<file path="src/hdl/rdqb_pkg.sv">
// Shared types, constants and helpers of the reverse DNS query builder.
package rdqb_pkg;

  localparam int MAX_QUERY_BYTES = 64;
  localparam int MSG_CAP         = 46;
  localparam int SIZE_W          = 10;

  // Message bytes outside the octet labels: header 12, four length bytes,
  // in-addr 8, arpa 5.
  localparam int FIXED_THRU_ARPA = 29;
  localparam int TAIL_BYTES      = 5;

  localparam logic [3:0] HDR_LAST    = 4'd11;
  localparam logic [3:0] INADDR_LAST = 4'd7;
  localparam logic [3:0] ARPA_LAST   = 4'd4;
  localparam logic [3:0] TAIL_LAST   = 4'd4;

  localparam int QDEPTH = 2;
  localparam int QPTR_W = $clog2(QDEPTH);
  localparam int QCNT_W = $clog2(QDEPTH + 1);

  // One octet as decimal text, most significant digit at index 0.
  typedef struct packed {
    logic [1:0]      ndig;
    logic [2:0][3:0] dig;
  } dec_t;

  // Classified query, handed from the front to the back end.
  typedef struct packed {
    logic            refused;
    logic [15:0]     query_id;
    logic [3:0][1:0] ndig;
    logic [3:0][2:0][3:0] dig;
  } desc_t;

  typedef struct packed {
    logic full;
    logic empty;
  } qstat_t;

  function automatic dec_t to_dec(input logic [7:0] v);
    logic [1:0]  h;
    logic [7:0]  r;
    logic [18:0] prod;
    logic [3:0]  t;
    logic [7:0]  u;
    dec_t        d;
    h    = (v >= 8'd200) ? 2'd2 : ((v >= 8'd100) ? 2'd1 : 2'd0);
    r    = v - (8'(h) * 8'd100);
    prod = 19'(r) * 19'd205;          // r / 10 for r < 100
    t    = prod[14:11];
    u    = r - (8'(t) * 8'd10);
    d    = '0;
    if (v >= 8'd100) begin
      d.ndig   = 2'd3;
      d.dig[0] = {2'b0, h};
      d.dig[1] = t;
      d.dig[2] = u[3:0];
    end else if (v >= 8'd10) begin
      d.ndig   = 2'd2;
      d.dig[0] = t;
      d.dig[1] = u[3:0];
    end else begin
      d.ndig   = 2'd1;
      d.dig[0] = u[3:0];
    end
    return d;
  endfunction

endpackage

</file>
<file path="src/hdl/rdqb_front.sv">
// Front end: takes commands, converts octets to decimal, decides refusal.
module rdqb_front
  import rdqb_pkg::*;
(
  input  logic        clk,
  input  logic        rst_n,
  input  logic        start,
  output logic        busy,
  input  logic [31:0] in_address,
  input  logic [15:0] in_query_id,
  input  qstat_t      q_stat,
  output logic        q_push,
  output desc_t       q_desc
);

  logic  fe_vld_r, fe_vld_nxt;
  desc_t fe_desc_r, fe_desc_nxt;
  logic  accept;
  dec_t  dec [4];
  logic [SIZE_W-1:0] size_thru_arpa;
  logic  bad_addr;

  assign busy   = fe_vld_r & q_stat.full;
  assign accept = start & ~busy;
  assign q_push = fe_vld_r & ~q_stat.full;
  assign q_desc = fe_desc_r;

  always_comb begin
    for (int k = 0; k < 4; k++) begin
      dec[k] = to_dec(in_address[8*k +: 8]);
    end
  end

  assign size_thru_arpa = SIZE_W'(FIXED_THRU_ARPA)
                        + SIZE_W'(dec[0].ndig) + SIZE_W'(dec[1].ndig)
                        + SIZE_W'(dec[2].ndig) + SIZE_W'(dec[3].ndig);

  assign bad_addr = (in_address == 32'h0000_0000) || (in_address == 32'hFFFF_FFFF);

  always_comb begin
    fe_desc_nxt          = fe_desc_r;
    fe_vld_nxt           = fe_vld_r & ~q_push;
    if (accept) begin
      fe_vld_nxt           = 1'b1;
      fe_desc_nxt.query_id = in_query_id;
      for (int k = 0; k < 4; k++) begin
        fe_desc_nxt.ndig[k] = dec[k].ndig;
        fe_desc_nxt.dig[k]  = dec[k].dig;
      end
      fe_desc_nxt.refused = bad_addr
                          || (size_thru_arpa >= SIZE_W'(MAX_QUERY_BYTES))
                          || (size_thru_arpa + SIZE_W'(TAIL_BYTES) > SIZE_W'(MSG_CAP));
    end
  end

  always_ff @(posedge clk) begin
    if (!rst_n) begin
      fe_vld_r <= 1'b0;
    end else begin
      fe_vld_r <= fe_vld_nxt;
    end
    fe_desc_r <= fe_desc_nxt;
  end

endmodule

</file>
<file path="src/hdl/rdqb_fifo.sv">
// Short queue of classified queries between the front and back ends.
module rdqb_fifo
  import rdqb_pkg::*;
(
  input  logic   clk,
  input  logic   rst_n,
  input  logic   push,
  input  desc_t  push_desc,
  input  logic   pop,
  output desc_t  head_desc,
  output qstat_t stat
);

  desc_t             ent_r [QDEPTH];
  logic [QPTR_W-1:0] wr_ptr_r, rd_ptr_r;
  logic [QCNT_W-1:0] cnt_r, cnt_nxt;

  assign stat.full  = (cnt_r == QCNT_W'(QDEPTH));
  assign stat.empty = (cnt_r == '0);
  assign head_desc  = ent_r[rd_ptr_r];

  always_comb begin
    cnt_nxt = cnt_r;
    if (push && !pop) begin
      cnt_nxt = cnt_r + 1'b1;
    end else if (pop && !push) begin
      cnt_nxt = cnt_r - 1'b1;
    end
  end

  always_ff @(posedge clk) begin
    if (!rst_n) begin
      wr_ptr_r <= '0;
      rd_ptr_r <= '0;
      cnt_r    <= '0;
    end else begin
      cnt_r <= cnt_nxt;
      if (push) begin
        wr_ptr_r <= wr_ptr_r + 1'b1;
      end
      if (pop) begin
        rd_ptr_r <= rd_ptr_r + 1'b1;
      end
    end
    if (push) begin
      ent_r[wr_ptr_r] <= push_desc;
    end
  end

endmodule

</file>
<file path="src/hdl/rdqb_back.sv">
// Back end: sequences the query bytes of one classified item per message.
module rdqb_back
  import rdqb_pkg::*;
(
  input  logic       clk,
  input  logic       rst_n,
  input  qstat_t     q_stat,
  input  desc_t      q_desc,
  output logic       q_pop,
  output logic       out_valid,
  output logic [7:0] out_byte,
  output logic       out_last,
  output logic       out_refused
);

  localparam logic [2:0] ST_IDLE   = 3'd0;
  localparam logic [2:0] ST_HDR    = 3'd1;
  localparam logic [2:0] ST_OCT    = 3'd2;
  localparam logic [2:0] ST_INADDR = 3'd3;
  localparam logic [2:0] ST_ARPA   = 3'd4;
  localparam logic [2:0] ST_TAIL   = 3'd5;
  localparam logic [2:0] ST_REF    = 3'd6;

  logic [2:0] state_r, state_nxt;
  logic [3:0] cnt_r, cnt_nxt;
  logic [1:0] oct_r, oct_nxt;
  desc_t      cur_r, cur_nxt;

  logic       valid_r, valid_nxt;
  logic [7:0] byte_r, byte_nxt;
  logic       last_r, last_nxt;
  logic       refd_r, refd_nxt;
  logic       done;
  logic [1:0] n_cur;
  logic [3:0] digit;

  function automatic logic [7:0] hdr_byte(input logic [15:0] id, input logic [3:0] idx);
    logic [7:0] b;
    b = 8'h00;
    unique case (idx)
      4'd0:    b = id[15:8];
      4'd1:    b = id[7:0];
      4'd2:    b = 8'h01;   // RD
      4'd5:    b = 8'h01;   // QDCOUNT
      default: b = 8'h00;
    endcase
    return b;
  endfunction

  function automatic logic [7:0] inaddr_char(input logic [2:0] idx);
    logic [7:0] b;
    unique case (idx)
      3'd1:    b = "i";
      3'd2:    b = "n";
      3'd3:    b = "-";
      3'd4:    b = "a";
      3'd5:    b = "d";
      3'd6:    b = "d";
      3'd7:    b = "r";
      default: b = 8'd7;    // length byte
    endcase
    return b;
  endfunction

  function automatic logic [7:0] arpa_char(input logic [2:0] idx);
    logic [7:0] b;
    unique case (idx)
      3'd1:    b = "a";
      3'd2:    b = "r";
      3'd3:    b = "p";
      3'd4:    b = "a";
      default: b = 8'd4;    // length byte
    endcase
    return b;
  endfunction

  function automatic logic [7:0] tail_byte(input logic [3:0] idx);
    logic [7:0] b;
    unique case (idx)
      4'd2:    b = 8'd12;   // QTYPE PTR
      4'd4:    b = 8'd1;    // QCLASS IN
      default: b = 8'h00;   // root label and high bytes
    endcase
    return b;
  endfunction

  assign n_cur = cur_r.ndig[oct_r];

  always_comb begin
    unique case (cnt_r[1:0])
      2'd2:    digit = cur_r.dig[oct_r][1];
      2'd3:    digit = cur_r.dig[oct_r][2];
      default: digit = cur_r.dig[oct_r][0];
    endcase
  end

  always_comb begin
    state_nxt = state_r;
    cnt_nxt   = cnt_r;
    oct_nxt   = oct_r;
    cur_nxt   = cur_r;
    valid_nxt = 1'b0;
    byte_nxt  = 8'h00;
    last_nxt  = 1'b0;
    refd_nxt  = 1'b0;
    done      = 1'b0;
    q_pop     = 1'b0;

    unique case (state_r)
      ST_IDLE: begin
      end
      ST_HDR: begin
        valid_nxt = 1'b1;
        byte_nxt  = hdr_byte(cur_r.query_id, cnt_r);
        if (cnt_r == HDR_LAST) begin
          cnt_nxt   = '0;
          oct_nxt   = '0;
          state_nxt = ST_OCT;
        end else begin
          cnt_nxt = cnt_r + 1'b1;
        end
      end
      ST_OCT: begin
        valid_nxt = 1'b1;
        byte_nxt  = (cnt_r == '0) ? {6'b0, n_cur} : (8'h30 | {4'b0, digit});
        if (cnt_r == {2'b0, n_cur}) begin
          cnt_nxt = '0;
          if (oct_r == 2'd3) begin
            state_nxt = ST_INADDR;
          end else begin
            oct_nxt = oct_r + 1'b1;
          end
        end else begin
          cnt_nxt = cnt_r + 1'b1;
        end
      end
      ST_INADDR: begin
        valid_nxt = 1'b1;
        byte_nxt  = inaddr_char(cnt_r[2:0]);
        if (cnt_r == INADDR_LAST) begin
          cnt_nxt   = '0;
          state_nxt = ST_ARPA;
        end else begin
          cnt_nxt = cnt_r + 1'b1;
        end
      end
      ST_ARPA: begin
        valid_nxt = 1'b1;
        byte_nxt  = arpa_char(cnt_r[2:0]);
        if (cnt_r == ARPA_LAST) begin
          cnt_nxt   = '0;
          state_nxt = ST_TAIL;
        end else begin
          cnt_nxt = cnt_r + 1'b1;
        end
      end
      ST_TAIL: begin
        valid_nxt = 1'b1;
        byte_nxt  = tail_byte(cnt_r);
        if (cnt_r == TAIL_LAST) begin
          last_nxt = 1'b1;
          done     = 1'b1;
        end else begin
          cnt_nxt = cnt_r + 1'b1;
        end
      end
      ST_REF: begin
        valid_nxt = 1'b1;
        last_nxt  = 1'b1;
        refd_nxt  = 1'b1;
        done      = 1'b1;
      end
      default: begin
        state_nxt = ST_IDLE;
      end
    endcase

    // Load the next item on the final byte so messages run back to back.
    if (state_r == ST_IDLE || done) begin
      if (!q_stat.empty) begin
        q_pop     = 1'b1;
        cur_nxt   = q_desc;
        cnt_nxt   = '0;
        oct_nxt   = '0;
        state_nxt = q_desc.refused ? ST_REF : ST_HDR;
      end else begin
        state_nxt = ST_IDLE;
      end
    end
  end

  always_ff @(posedge clk) begin
    if (!rst_n) begin
      state_r <= ST_IDLE;
      cnt_r   <= '0;
      oct_r   <= '0;
      valid_r <= 1'b0;
    end else begin
      state_r <= state_nxt;
      cnt_r   <= cnt_nxt;
      oct_r   <= oct_nxt;
      valid_r <= valid_nxt;
    end
    cur_r  <= cur_nxt;
    byte_r <= byte_nxt;
    last_r <= last_nxt;
    refd_r <= refd_nxt;
  end

  assign out_valid   = valid_r;
  assign out_byte    = byte_r;
  assign out_last    = last_r;
  assign out_refused = refd_r;

endmodule

</file>
<file path="src/hdl/reverse_dns_query_builder_unit.sv">
// Top level of the reverse DNS (PTR) query builder.
// A command (start while busy is low) carries an IPv4 address and a query id;
// the block answers with the bytes of an in-addr.arpa PTR query, one byte per
// cycle while out_valid is high, out_last on the final byte. A message is
// 38 to 46 bytes; a refused address (zero, all ones, or over the size limit)
// gives a single byte with out_refused and out_last set. The receiver cannot
// stall: bytes leave on consecutive cycles and messages follow each other
// without a gap while items are queued. Up to three commands are held (front
// register plus a two-entry queue), so busy rises only when that backlog is
// full. From an idle sequencer, a command passes the front register, the queue
// and the sequencer state register before its first byte leaves the output.
module reverse_dns_query_builder_unit
  import rdqb_pkg::*;
(
  input  logic        clk,
  input  logic        rst_n,
  input  logic        start,
  output logic        busy,
  input  logic [31:0] in_address,
  input  logic [15:0] in_query_id,
  output logic        out_valid,
  output logic [7:0]  out_byte,
  output logic        out_last,
  output logic        out_refused
);

  qstat_t q_stat;
  logic   q_push, q_pop;
  desc_t  push_desc, head_desc;

  rdqb_front u_front (
    .clk         (clk),
    .rst_n       (rst_n),
    .start       (start),
    .busy        (busy),
    .in_address  (in_address),
    .in_query_id (in_query_id),
    .q_stat      (q_stat),
    .q_push      (q_push),
    .q_desc      (push_desc)
  );

  rdqb_fifo u_fifo (
    .clk       (clk),
    .rst_n     (rst_n),
    .push      (q_push),
    .push_desc (push_desc),
    .pop       (q_pop),
    .head_desc (head_desc),
    .stat      (q_stat)
  );

  rdqb_back u_back (
    .clk         (clk),
    .rst_n       (rst_n),
    .q_stat      (q_stat),
    .q_desc      (head_desc),
    .q_pop       (q_pop),
    .out_valid   (out_valid),
    .out_byte    (out_byte),
    .out_last    (out_last),
    .out_refused (out_refused)
  );

endmodule

</file>
<file path="config.mk">
export PLATFORM = sky130hd
export DESIGN_NAME = reverse_dns_query_builder_unit
export DESIGN_NICKNAME = d
export VERILOG_FILES = /design/src/hdl/rdqb_pkg.sv /design/src/hdl/rdqb_front.sv /design/src/hdl/rdqb_fifo.sv /design/src/hdl/rdqb_back.sv /design/src/hdl/reverse_dns_query_builder_unit.sv
export SDC_FILE = /design/constraint.sdc
export NUM_CORES = 1
export LEC_CHECK = 0
export BUFFER_PORTS_ARGS = -buffer_cell sky130_fd_sc_hd__buf_2
export CAP_MARGIN = 25
export CELL_PAD_IN_SITES_DETAIL_PLACEMENT = 0
export CELL_PAD_IN_SITES_GLOBAL_PLACEMENT = 1
export CORE_MARGIN = 5
export CORE_UTILIZATION = 35
export CTS_BUF_LIST = sky130_fd_sc_hd__clkbuf_2 sky130_fd_sc_hd__clkbuf_4 sky130_fd_sc_hd__clkbuf_8
export DETAILED_ROUTE_END_ITERATION = 8
export GPL_TIMING_DRIVEN = 1
export PLACE_DENSITY = 0.64
export SETUP_SLACK_MARGIN = 0.2
export SYNTH_ARGS = -nofsm -noshare
export SYNTH_HDL_FRONTEND = slang
export SYNTH_HIERARCHICAL = 1
export SYNTH_SLANG_ARGS = --single-unit
</file>
<file path="constraint.sdc">
create_clock -name clk -period 7.7 [get_ports clk]
set_input_delay 1.155 -clock clk [delete_from_list [all_inputs] [get_ports clk]]
set_output_delay 1.155 -clock clk [all_outputs]
set_load 0.01 [all_outputs]
</file>
## After elaboration in Yosys (flattened, before gate mapping)

Memory sizes are Yosys's and may differ from the RTL's. A register that Yosys moved wholly into a read port is not among the register bits.
Cells that the tools add are included.

| storage, ports and cells | value |
|---|---|
| register bits after elaboration | 170 |
| output and inout bits | 12 |
| memory bits (writable) | 146 |
| memories kept | 1 |
| bits of input ports | 51 |
| word-level logic and storage cells | 231 |

| operators by class | value |
|---|---|
| mux-type cells | 75 |
| bitwise operators | 8 |
| equal/unequal tests | 31 |
| order comparisons | 15 |
| reduce and logical (&&, ||, !) cells | 20 |
| add/subtract/negate cells | 19 |
| multiply operators | 12 |

Memories:

| memory | depth | width | read ports | clocked after Yosys merged registers in | write ports | RTL line | source |
|---|---|---|---|---|---|---|---|
| u_fifo.ent_r | 2 | 73 | 1 | 1 | 1 | rdqb_fifo.sv:14 | `desc_t ent_r [QDEPTH];` |

Operators by type and width:

| cell | number |
|---|---|
| $mul A8 B8 Y15 const B | 4 |
| $mux W4 | 15 |
| $pmux W7 S6 | 1 |
| $mux W2 | 20 |
| $pmux W8 S5 | 1 |
| $eq A32 B32 Y1 const B | 1 |
| $ge A8 B4 Y1 const B | 4 |
| $ge A8 B7 Y1 const B | 4 |
| $ge A8 B8 Y1 const B | 4 |
| $logic_not A32 Y1 | 1 |
| $mux W8 | 4 |
| $sub A8 B8 Y8 | 4 |
| $add A10 B2 Y10 | 3 |
| $bmux W12 S2 | 1 |
| $mul A2 B5 Y6 const B | 4 |
| $mux W3 | 8 |
| $pmux W8 S3 | 1 |
| $eq A3 B3 Y1 const B | 7 |
| $pmux W7 S3 | 1 |
| $pmux W4 S5 | 1 |
| $mul A4 B3 Y3 const B | 4 |
| $pmux W4 S2 | 2 |
| $sub A4 B4 Y4 | 4 |
| $ne A3 B1 Y1 const B | 5 |
| other kinds (39) | 76 |

## Longest topological paths before layout

Gate-level depths: netlist (run 1).

| depth | value |
|---|---|
| depth in word-level cells | 10 |
| gate-level depth with buffers | 34 |
| gate-level depth less buffers | 32 |

## Cells and area by module

Netlist (run 1), hierarchy kept.

By module, submodules not included:

| module | times used | sequential area each (um2) | cells an instance | area each (um2) |
|---|---|---|---|---|
| rdqb_front | 1 | 2,212.1 | 842 | 8,585.7 |
| rdqb_fifo | 1 | 4,484.3 | 249 | 5,511.5 |
| rdqb_back | 1 | 2,562.5 | 292 | 4,033.9 |

## Worst setup path after synthesis (run 1)

No wires, ideal clock.

| timing | value |
|---|---|
| kind | in2reg |
| start point | input in_address[28] |
| end point | register u_front.fe_desc_r (netlist bit u_front/q_desc[39]), data pin |
| setup slack | -0.495 ns |
| required time | 7.431 ns |
| path buffers | 1 |
| arrival | 7.926 ns |
| library setup time | 0.269 ns |
| cell stages on the path | 31 |
| cell sequence | clkbuf_1 > o311ai_1 > nand2_1 > inv_2 > ha_1 > inv_1 > fa_1 > o21a_1 > nor2_1 > xnor2_1 > ha_1 > inv_1 > fa_1 > fa_1 > fa_1 > inv_1 > ha_1 > a211o_1 > nor2_2 > a21oi_1 > xor2_1 > ha_1 > inv_1 > fa_1 > xnor2_1 > xnor2_1 > nor4_1 > a31oi_1 > nor4bb_1 > xnor2_1 > o22ai_1 |

| between the ends | value |
|---|---|
| longest elaborated chain between the ends | 9 |
| elaborated cells on any way between the ends | 11 |
| classes of those cells | 2 x add/sub; 3 x mul; 3 x order compare; 3 x mux |

RTL lines:

| element | RTL line | source |
|---|---|---|
| start: declaration | reverse_dns_query_builder_unit.sv:19 | `input logic [31:0] in_address,` |
| $ge A8 B7 Y1 | rdqb_pkg.sv:48, rdqb_pkg.sv:54 |  |
| $mux W1 | rdqb_pkg.sv:48 | `h = (v >= 8'd200) ? 2'd2 : ((v >= 8'd100) ? 2'd1 : 2'd0);` |
| $mux W2 | rdqb_pkg.sv:48 |  |
| $mul A2 B5 Y6 | rdqb_pkg.sv:49 | `r = v - (8'(h) * 8'd100);` |
| $sub A8 B8 Y8 | rdqb_pkg.sv:49 |  |
| $mul A8 B8 Y15 | rdqb_pkg.sv:50 | `prod = 19'(r) * 19'd205;` |
| $mul A4 B3 Y3 | rdqb_pkg.sv:52 | `u = r - (8'(t) * 8'd10);` |
| $sub A4 B4 Y4 | rdqb_pkg.sv:52 |  |
| $mux W4 | rdqb_pkg.sv:59 | `end else if (v >= 8'd10) begin` |
| end signal: assignment | rdqb_front.sv:62 | `fe_desc_r <= fe_desc_nxt;` |
| end: declaration | rdqb_front.sv:17 | `desc_t fe_desc_r, fe_desc_nxt;` |

Parallel ways exist; a longest one is shown, timed or not.
A chain may end at the register's enable or synchronous reset.

## Worst setup path in the final report (run 1)

Ends and elaborated chain as after synthesis.

==> flow_summary_export.csv, run 1 <==
group,metric,value,unit
clock_tree,clockBufferDepth,3,
yosys,synth_area,0.0181,mm2
sta,fin_tns_setup,0,ns
worst_setup_path,timing.rr.end,"u_back/cur_r[39]",
yosys,synthSimpleGateAreaFrac,6.42,%
drt,route.met2.wl,18900,um
clock_tree,post_cts_buffers,0,
hold_path,min_path_type,"reg -> reg",
floorplan,core_area,0.0513,mm2
worst_setup_path,crit_fanout,4,
final_layout,fillers,4872,
power,power_frac_clock,14.5,%
hold_path,min_delay_path_depth,0,
final_layout,finalNetCount,1800,
global_routing,grt_max_degree,76,
floorplan,fp.dieW,238,um
final_layout,fin_cells,2224,
clock_tree,cts_sinks,317,
drt,drcViolationCount,0,
worst_setup_path,end_kind,"flip-flop",
sta,fin_crit,7.12,ns
yosys,synth-edff-count,291,
floorplan,fp-row-count,83,
final_layout,antenna_cells,0,
power,comb_power_share,57.0,%
placed_design,gp_congestion,0.833,
hold_path,min_to,"u_fifo/ent_r[0][28]",
drt,met3_length,1080,um
worst_setup_path,critPathLaunchType,"primary input",
hold_path,hp-start,"u_front/q_desc[28]",
drt,wl_per_cell,17.2,um
power,p_seq_share,28.6,%
sta,setup_viol,0,
yosys,muxShareOfSynthArea,6.67,%
worst_setup_path,required,7.99,ns
yosys,netlist_top_cells_area,"edfxtp_1 48%, ha_1 14%, fa_1 5.4%, mux2_2 4.6%, inv_1 3.6%",
global_routing,first_global_vias,11400,
power,switchingPower,3.94,mW
sta,hold_viol_final,0,
clock_tree,htreeDepth,2,
yosys,synth.net_count,1679,
yosys,ys_seq_elements,317,
worst_setup_path,path_class,"in -> reg",
sta,clock_skew,0.0186,ns
drt,dr.pass1.iters,5,
placed_design,port_buffers,62,
worst_setup_path,worstRegToRegCells,7,
sta,post-route-period-util,92.4,%
power,vdd_drop_max,357,uV
clock_tree,cts_buffers,52,
worst_setup_path,cpPeakStageDelay,0.52,ns
final_layout,post_route_cells_drive_above_1_share,20.6,%
global_routing,grt-ovfl-total,0,
clock_tree,cts_resized,0,
yosys,syn_avg_cell_area,13.1,um2
floorplan,die_area,0.0565,mm2
yosys,synth_adder_area_share,18.9,%
yosys,async_flop_share,0,%
yosys,ys_types,89,
drt,initialDrtViolationCount,574,
yosys,synth-xor-area-share,4.03,%
power,p_total,10.0,mW
sta,finalMaxSlewViolations,0,
sta,slew_headroom,43.9,%
floorplan,die_y,238,um
final_layout,syn2layout_area_growth,13.8,%
global_routing,grt_use_total,13.6,%
yosys,synth_largest_area_cell,"edfxtp_1",
power,p_int,6.09,mW
drt,viasPerCell,4.79,
yosys,seq_area_frac_synth,51.1,%
final_layout,final_util,40.2,%
yosys,yosysWarnings,6,
yosys,synthCells,1383,
yosys,synth_top_family_by_area,"adder cells",
global_routing,grt_pass1_wl,62200,um
power,leakage,8.28,nW
clock_tree,cts_hold_buffers,0,
placed_design,hpwlAfterDp,28200,um
final_layout,final_cell_mix,"291 x edfxtp_1, 194 x ha_1, 174 x inv_1",
power,p_sw_share,39.3,%
status,status,"complete, no violations",
yosys,synth_compound_area_share,7.98,%
sta,tightest_slew,0.841,ns
clock_tree,cts_root_buffer,"clkbuf_8",
clock_tree,clk_latency,0.57,ns
drt,drt-total-wl,38300,um
worst_setup_path,timing.rr.start,"u_back/cnt_r[0]",
worst_setup_path,arrival,7.40,ns
power,cellPowerDensity,486,mW/mm2
floorplan,io_pins,63,
sta,rsz0062_at_grt,"false",
drt,highest_layer,"met4",
worst_setup_path,reg2reg_setup_slack,4.93,ns
yosys,synth_ff_type,"edfxtp_1",
drt,wl_met1,17800,um
placed_design,placed_cells,2128,
clock_tree,clk_pin_slew,0.06,ns
drt,dr_total_vias,10700,
final_layout,final_common_cell,"edfxtp_1",
flow_run,maxCapViolations,0,
worst_setup_path,cpMaxStageDelayCell,"fa_1",
global_routing,antenna_found_initial,1,
floorplan,start_util,35.3,%
yosys,netlist.area_leader.share,48.2,%
sta,max_freq,0.141,GHz
drt,antenna_left,0,
clock_tree,cts_tree,"yes",
[state kept, by name, indices dropped and copies added, names as in the netlist, named ones only]
signal and count:
u_back/cnt_r 4, u_back/cur_r 72, u_back/oct_r 2, u_back/out_byte 8, u_back/out_last 1, u_back/out_refused 1, u_back/out_valid 1, u_back/state_r 3
u_fifo/cnt_r 2, u_fifo/ent_r 146, u_fifo/rd_ptr_r 1, u_fifo/wr_ptr_r 1, u_front/fe_vld_r 1, u_front/q_desc 73
[synthesized netlist by cell type (all sizes together), types with 3 or more instances]
| cell | n |
|---|---|
| o221ai | 4 |
| o211ai | 7 |
| o22ai | 11 |
| o21bai | 7 |
| a21o | 9 |
| mux2i | 6 |
| nand2 | 65 |
| clkbuf | 12 |
| o21ai | 41 |
| xor2 | 17 |
| edfxtp | 291 |
| ha | 196 |
| o21a | 8 |
| o311ai | 4 |
| and4 | 3 |
| mux2 | 74 |
| a21oi | 41 |
| nor2 | 54 |
| dfxtp | 26 |
| nand4 | 11 |
| a31oi | 7 |
| nand3 | 14 |
| a211oi | 8 |
| nor2b | 15 |
| a211o | 3 |
| o31ai | 10 |
| nor3 | 6 |
| or3 | 7 |
| buf | 21 |
| a221o | 6 |
| fa | 49 |
| and2 | 16 |
| inv | 182 |
| nand2b | 9 |
| a22oi | 13 |
| o211a | 3 |
| nor4 | 11 |
| xnor2 | 57 |
| mux4 | 14 |
| a221oi | 3 |
| nand4b | 3 |
[metal layers]
layer  GRT usage (%)  vias up
li1                -     5283
met1            18.5     5155
met2            23.4      181
met3            1.67       38
met4            3.17        0
met5               0        -
[worst max-delay path: cells and delay by family]
family | cells | cell delay [ns]
buffers and inverters | 7 | 0.42
and+or+nand+nor | 6 | 1.10
AOI/OAI and AO/OA | 6 | 1.04
xor gates and xnor gates | 4 | 0.67
adders and majority gates | 9 | 3.01
[cell families (layout without fill, tap and decap cells)]
kind of cell    count (synthesis)  count (layout)
compound gates                206             206
xor+xnor                       76              76
flops                         317             317
fa+ha+maj                     245             245
buf+inv                       217             378
simple gates                  228             228
mux                            94              94
[per-stage QoR]
stage                     hold slack (ns)  setup WS (ns)  area (um2)
after detailed placement            0.430         -0.131       19500
after global placement              0.423         0.0111       19500
final                               0.442          0.584       20600
after CTS                           0.444          0.460       20500
after floorplan                     0.421         0.0796       18200
after global routing                0.458          0.175       20600
[power groups by stage]
stage	registers (mW)	logic, mW	clock network [mW]
after CTS	2.89	5.65	1.51
final	2.87	5.71	1.45
after floorplan	2.80	4.26	0
after global routing	2.92	6.51	1.58
after detailed placement	2.92	5.59	0
after global placement	2.90	5.52	0
[area by class of cell]
cell class	count	area, um2	share of cell area, %
Timing Repair Buffer	100	636	3.08
Multi-Input combinational cell	849	8140	39.5
Sequential cell	317	9260	44.9
Clock buffer	70	851	4.12
Inverter	184	693	3.36
Tap cell	680	851	4.12
Clock inverter	24	198	0.958
[worst max path at each step]
stage	from	end	slack, ns	cells past startpoint
2_1_floorplan	in_address[28]	u_front/q_desc[39]	0.08	34
3_3_place_gp	in_address[28]	u_front/q_desc[39]	0.01	33
3_5_place_dp	in_address[28]	u_front/q_desc[39]	-0.13	33
4_1_cts	in_address[28]	u_front/q_desc[39]	0.46	33
5_1_grt	in_address[28]	u_front/q_desc[39]	0.17	33
6_report	in_address[28]	u_front/q_desc[39]	0.58	32
(Power assumes the default switching activity.)
==> inputs of run 2 (changes only) <==
--- a/config.mk
+++ b/config.mk
@@ -5,7 +5,6 @@
 export SDC_FILE = /design/constraint.sdc
 export NUM_CORES = 1
 export LEC_CHECK = 0
-export BUFFER_PORTS_ARGS = -buffer_cell sky130_fd_sc_hd__buf_2
 export CAP_MARGIN = 25
 export CELL_PAD_IN_SITES_DETAIL_PLACEMENT = 0
 export CELL_PAD_IN_SITES_GLOBAL_PLACEMENT = 1
@@ -13,8 +12,9 @@
 export CORE_UTILIZATION = 35
 export CTS_BUF_LIST = sky130_fd_sc_hd__clkbuf_2 sky130_fd_sc_hd__clkbuf_4 sky130_fd_sc_hd__clkbuf_8
 export DETAILED_ROUTE_END_ITERATION = 8
+export DONT_BUFFER_PORTS = 1
 export GPL_TIMING_DRIVEN = 1
-export PLACE_DENSITY = 0.64
+export PLACE_DENSITY = 0.63
 export SETUP_SLACK_MARGIN = 0.2
 export SYNTH_ARGS = -nofsm -noshare
 export SYNTH_HDL_FRONTEND = slang
==> run 2 against run 1 <==
Sequential power about the same. Highest routed layer unchanged. Sequential cell count unchanged. Combinational power down 4.0%. Worst setup slack worse by 0.041 ns. Non-clock buffer count down 77. First-iteration DRC count down 7.5%. Final area down 2.3%.
==> flow_summary_export.csv, run 2 (synthesis results as in run 1) <==
group,metric,value,unit
status,status,"complete, no violations",
worst_setup_path,cpPeakStageDelay,0.52,ns
sta,max_freq,0.140,GHz
worst_setup_path,path_class,"in -> reg",
final_layout,multi_input_area,0.00810,mm2
sta,post-route-period-util,92.9,%
floorplan,fp-row-count,83,
power,cellPowerDensity,488,mW/mm2
final_layout,post_route_cells_drive_above_1_share,16.4,%
sta,rsz0062_at_grt,"false",
worst_setup_path,end_kind,"flip-flop",
placed_design,placed_cells,2052,
sta,whs,0.440,ns
placed_design,post-place-ws,-0.122,ns
global_routing,grt_use_total,13.4,%
hold_path,min_path_type,"reg -> reg",
drt,antenna_left,0,
clock_tree,cts_root_buffer,"clkbuf_8",
floorplan,die_y,238,um
placed_design,gp_congestion,0.838,
sta,fin_crit,7.16,ns
flow_run,maxCapViolations,0,
sta,clock_skew,0.0175,ns
floorplan,core_area,0.0513,mm2
clock_tree,htreeDepth,2,
sta,tightest_slew,0.973,ns
sta,fin_ws,0.543,ns
sta,setup_viol,0,
clock_tree,clk_pin_slew,0.06,ns
drt,drcViolationCount,0,
clock_tree,cts_tree,"yes",
global_routing,first_global_vias,10900,
final_layout,antenna_cells,0,
clock_tree,cts_sinks,317,
worst_setup_path,required,8.01,ns
final_layout,fin_cells,2146,
drt,drt-total-wl,38400,um
clock_tree,cts_resized,0,
drt,dr.pass1.iters,5,
power,vdd_drop_max,266,uV
global_routing,antenna_found_initial,1,
placed_design,hpwlAfterDp,28400,um
global_routing,grt_max_degree,76,
final_layout,syn2layout_area_growth,11.2,%
global_routing,grt-ovfl-total,0,
floorplan,start_util,35.3,%
floorplan,io_pins,63,
power,leakage,7.94,nW
placed_design,place_area,0.0191,mm2
worst_setup_path,critPathLaunchType,"primary input",
clock_tree,cts_hold_buffers,0,
final_layout,final_common_cell,"edfxtp_1",
drt,initialDrtViolationCount,531,
final_layout,largest_register,"u_fifo/ent_r",
drt,wl_per_cell,17.9,um
clock_tree,cts_buffers,51,
placed_design,port_buffers,0,
final_layout,fillers,4919,
global_routing,grt_pass1_wl,60800,um
final_layout,register_area,0.00926,mm2
worst_setup_path,crit_fanout,8,
final_layout,final_cell_mix,"291 x edfxtp_1, 194 x ha_1, 174 x inv_1",
clock_tree,post_cts_buffers,0,
drt,viasPerCell,4.95,
final_layout,largest_reg_flops,146,
sta,finalMaxSlewViolations,0,
final_layout,final_util,39.3,%
clock_tree,clockBufferDepth,3,
floorplan,die_area,0.0565,mm2
final_layout,finalNetCount,1722,
sta,slew_headroom,35.2,%
drt,dr_total_vias,10600,
final_layout,finish.instance_area,0.0202,mm2
floorplan,fp.dieW,238,um
sta,hold_viol_final,0,
worst_setup_path,cpMaxStageDelayCell,"fa_1",
clock_tree,clk_latency,0.57,ns
worst_setup_path,arrival,7.47,ns
run 2: cell types whose count changed in the layout (fill, tap and decap cells not counted), sizes merged:
cell      delta
clkinvlp     -3
clkbuf       +4
inv          +2
buf         -77
clkinv       -4
run 2: layer usage:
metal	up-vias	global-route usage, %	part of all wire (%)
li1	5143	-	-
met1	5196	18.3	46
met2	219	22.5	48
met3	54	2.18	3.9
met4	0	3.41	2.0
met5	-	0	0
run 2: final timing paths:
kind,end,startpoint,slack [ns],depth (start not counted)
worst min-delay path,u_fifo/ent_r[0][26],u_front/q_desc[26],0.44,0
worst max register to register,u_back/cur_r[59],u_back/cnt_r[1],4.96,7
worst min register to register,u_fifo/ent_r[0][26],u_front/q_desc[26],0.44,0
worst max-delay path,u_front/q_desc[39],in_address[28],0.54,32
run 2: final cells by class:
type | instances | area share [%]
multi-input combinational | 849 | 40.2
tap | 680 | 4.22
clock inverter | 19 | 0.856
clock buffer | 74 | 4.43
inverter | 184 | 3.44
timing repair buffer | 23 | 0.956
sequential | 317 | 45.9
run 2: through the flow:
stage / setup TNS (ns) / total power [mW]
finish: 0 / 9.85
global route: 0 / 10.8
CTS: 0 / 9.96
detailed placement: -0.309 / 8.40
global placement: 0 / 8.37
floorplan: 0 / 7.05
run 2: critical path, delay by kind of cell:
| family | cells | cell delay [ns] |
|---|---|---|
| buffers and inverters | 6 | 0.32 |
| adder cells (fa/ha/maj) | 9 | 3.00 |
| AND/OR/NAND/NOR | 7 | 1.20 |
| AO/OA/AOI/OAI | 5 | 0.88 |
| XOR/XNOR | 5 | 0.90 |
run 2: power by group:
group	switching, mW	internal [mW]	leakage [nW]
registers	0.240	2.65	2.93
clock network	0.631	0.849	0.566
logic	3.02	2.45	4.45
total	3.90	5.95	7.94
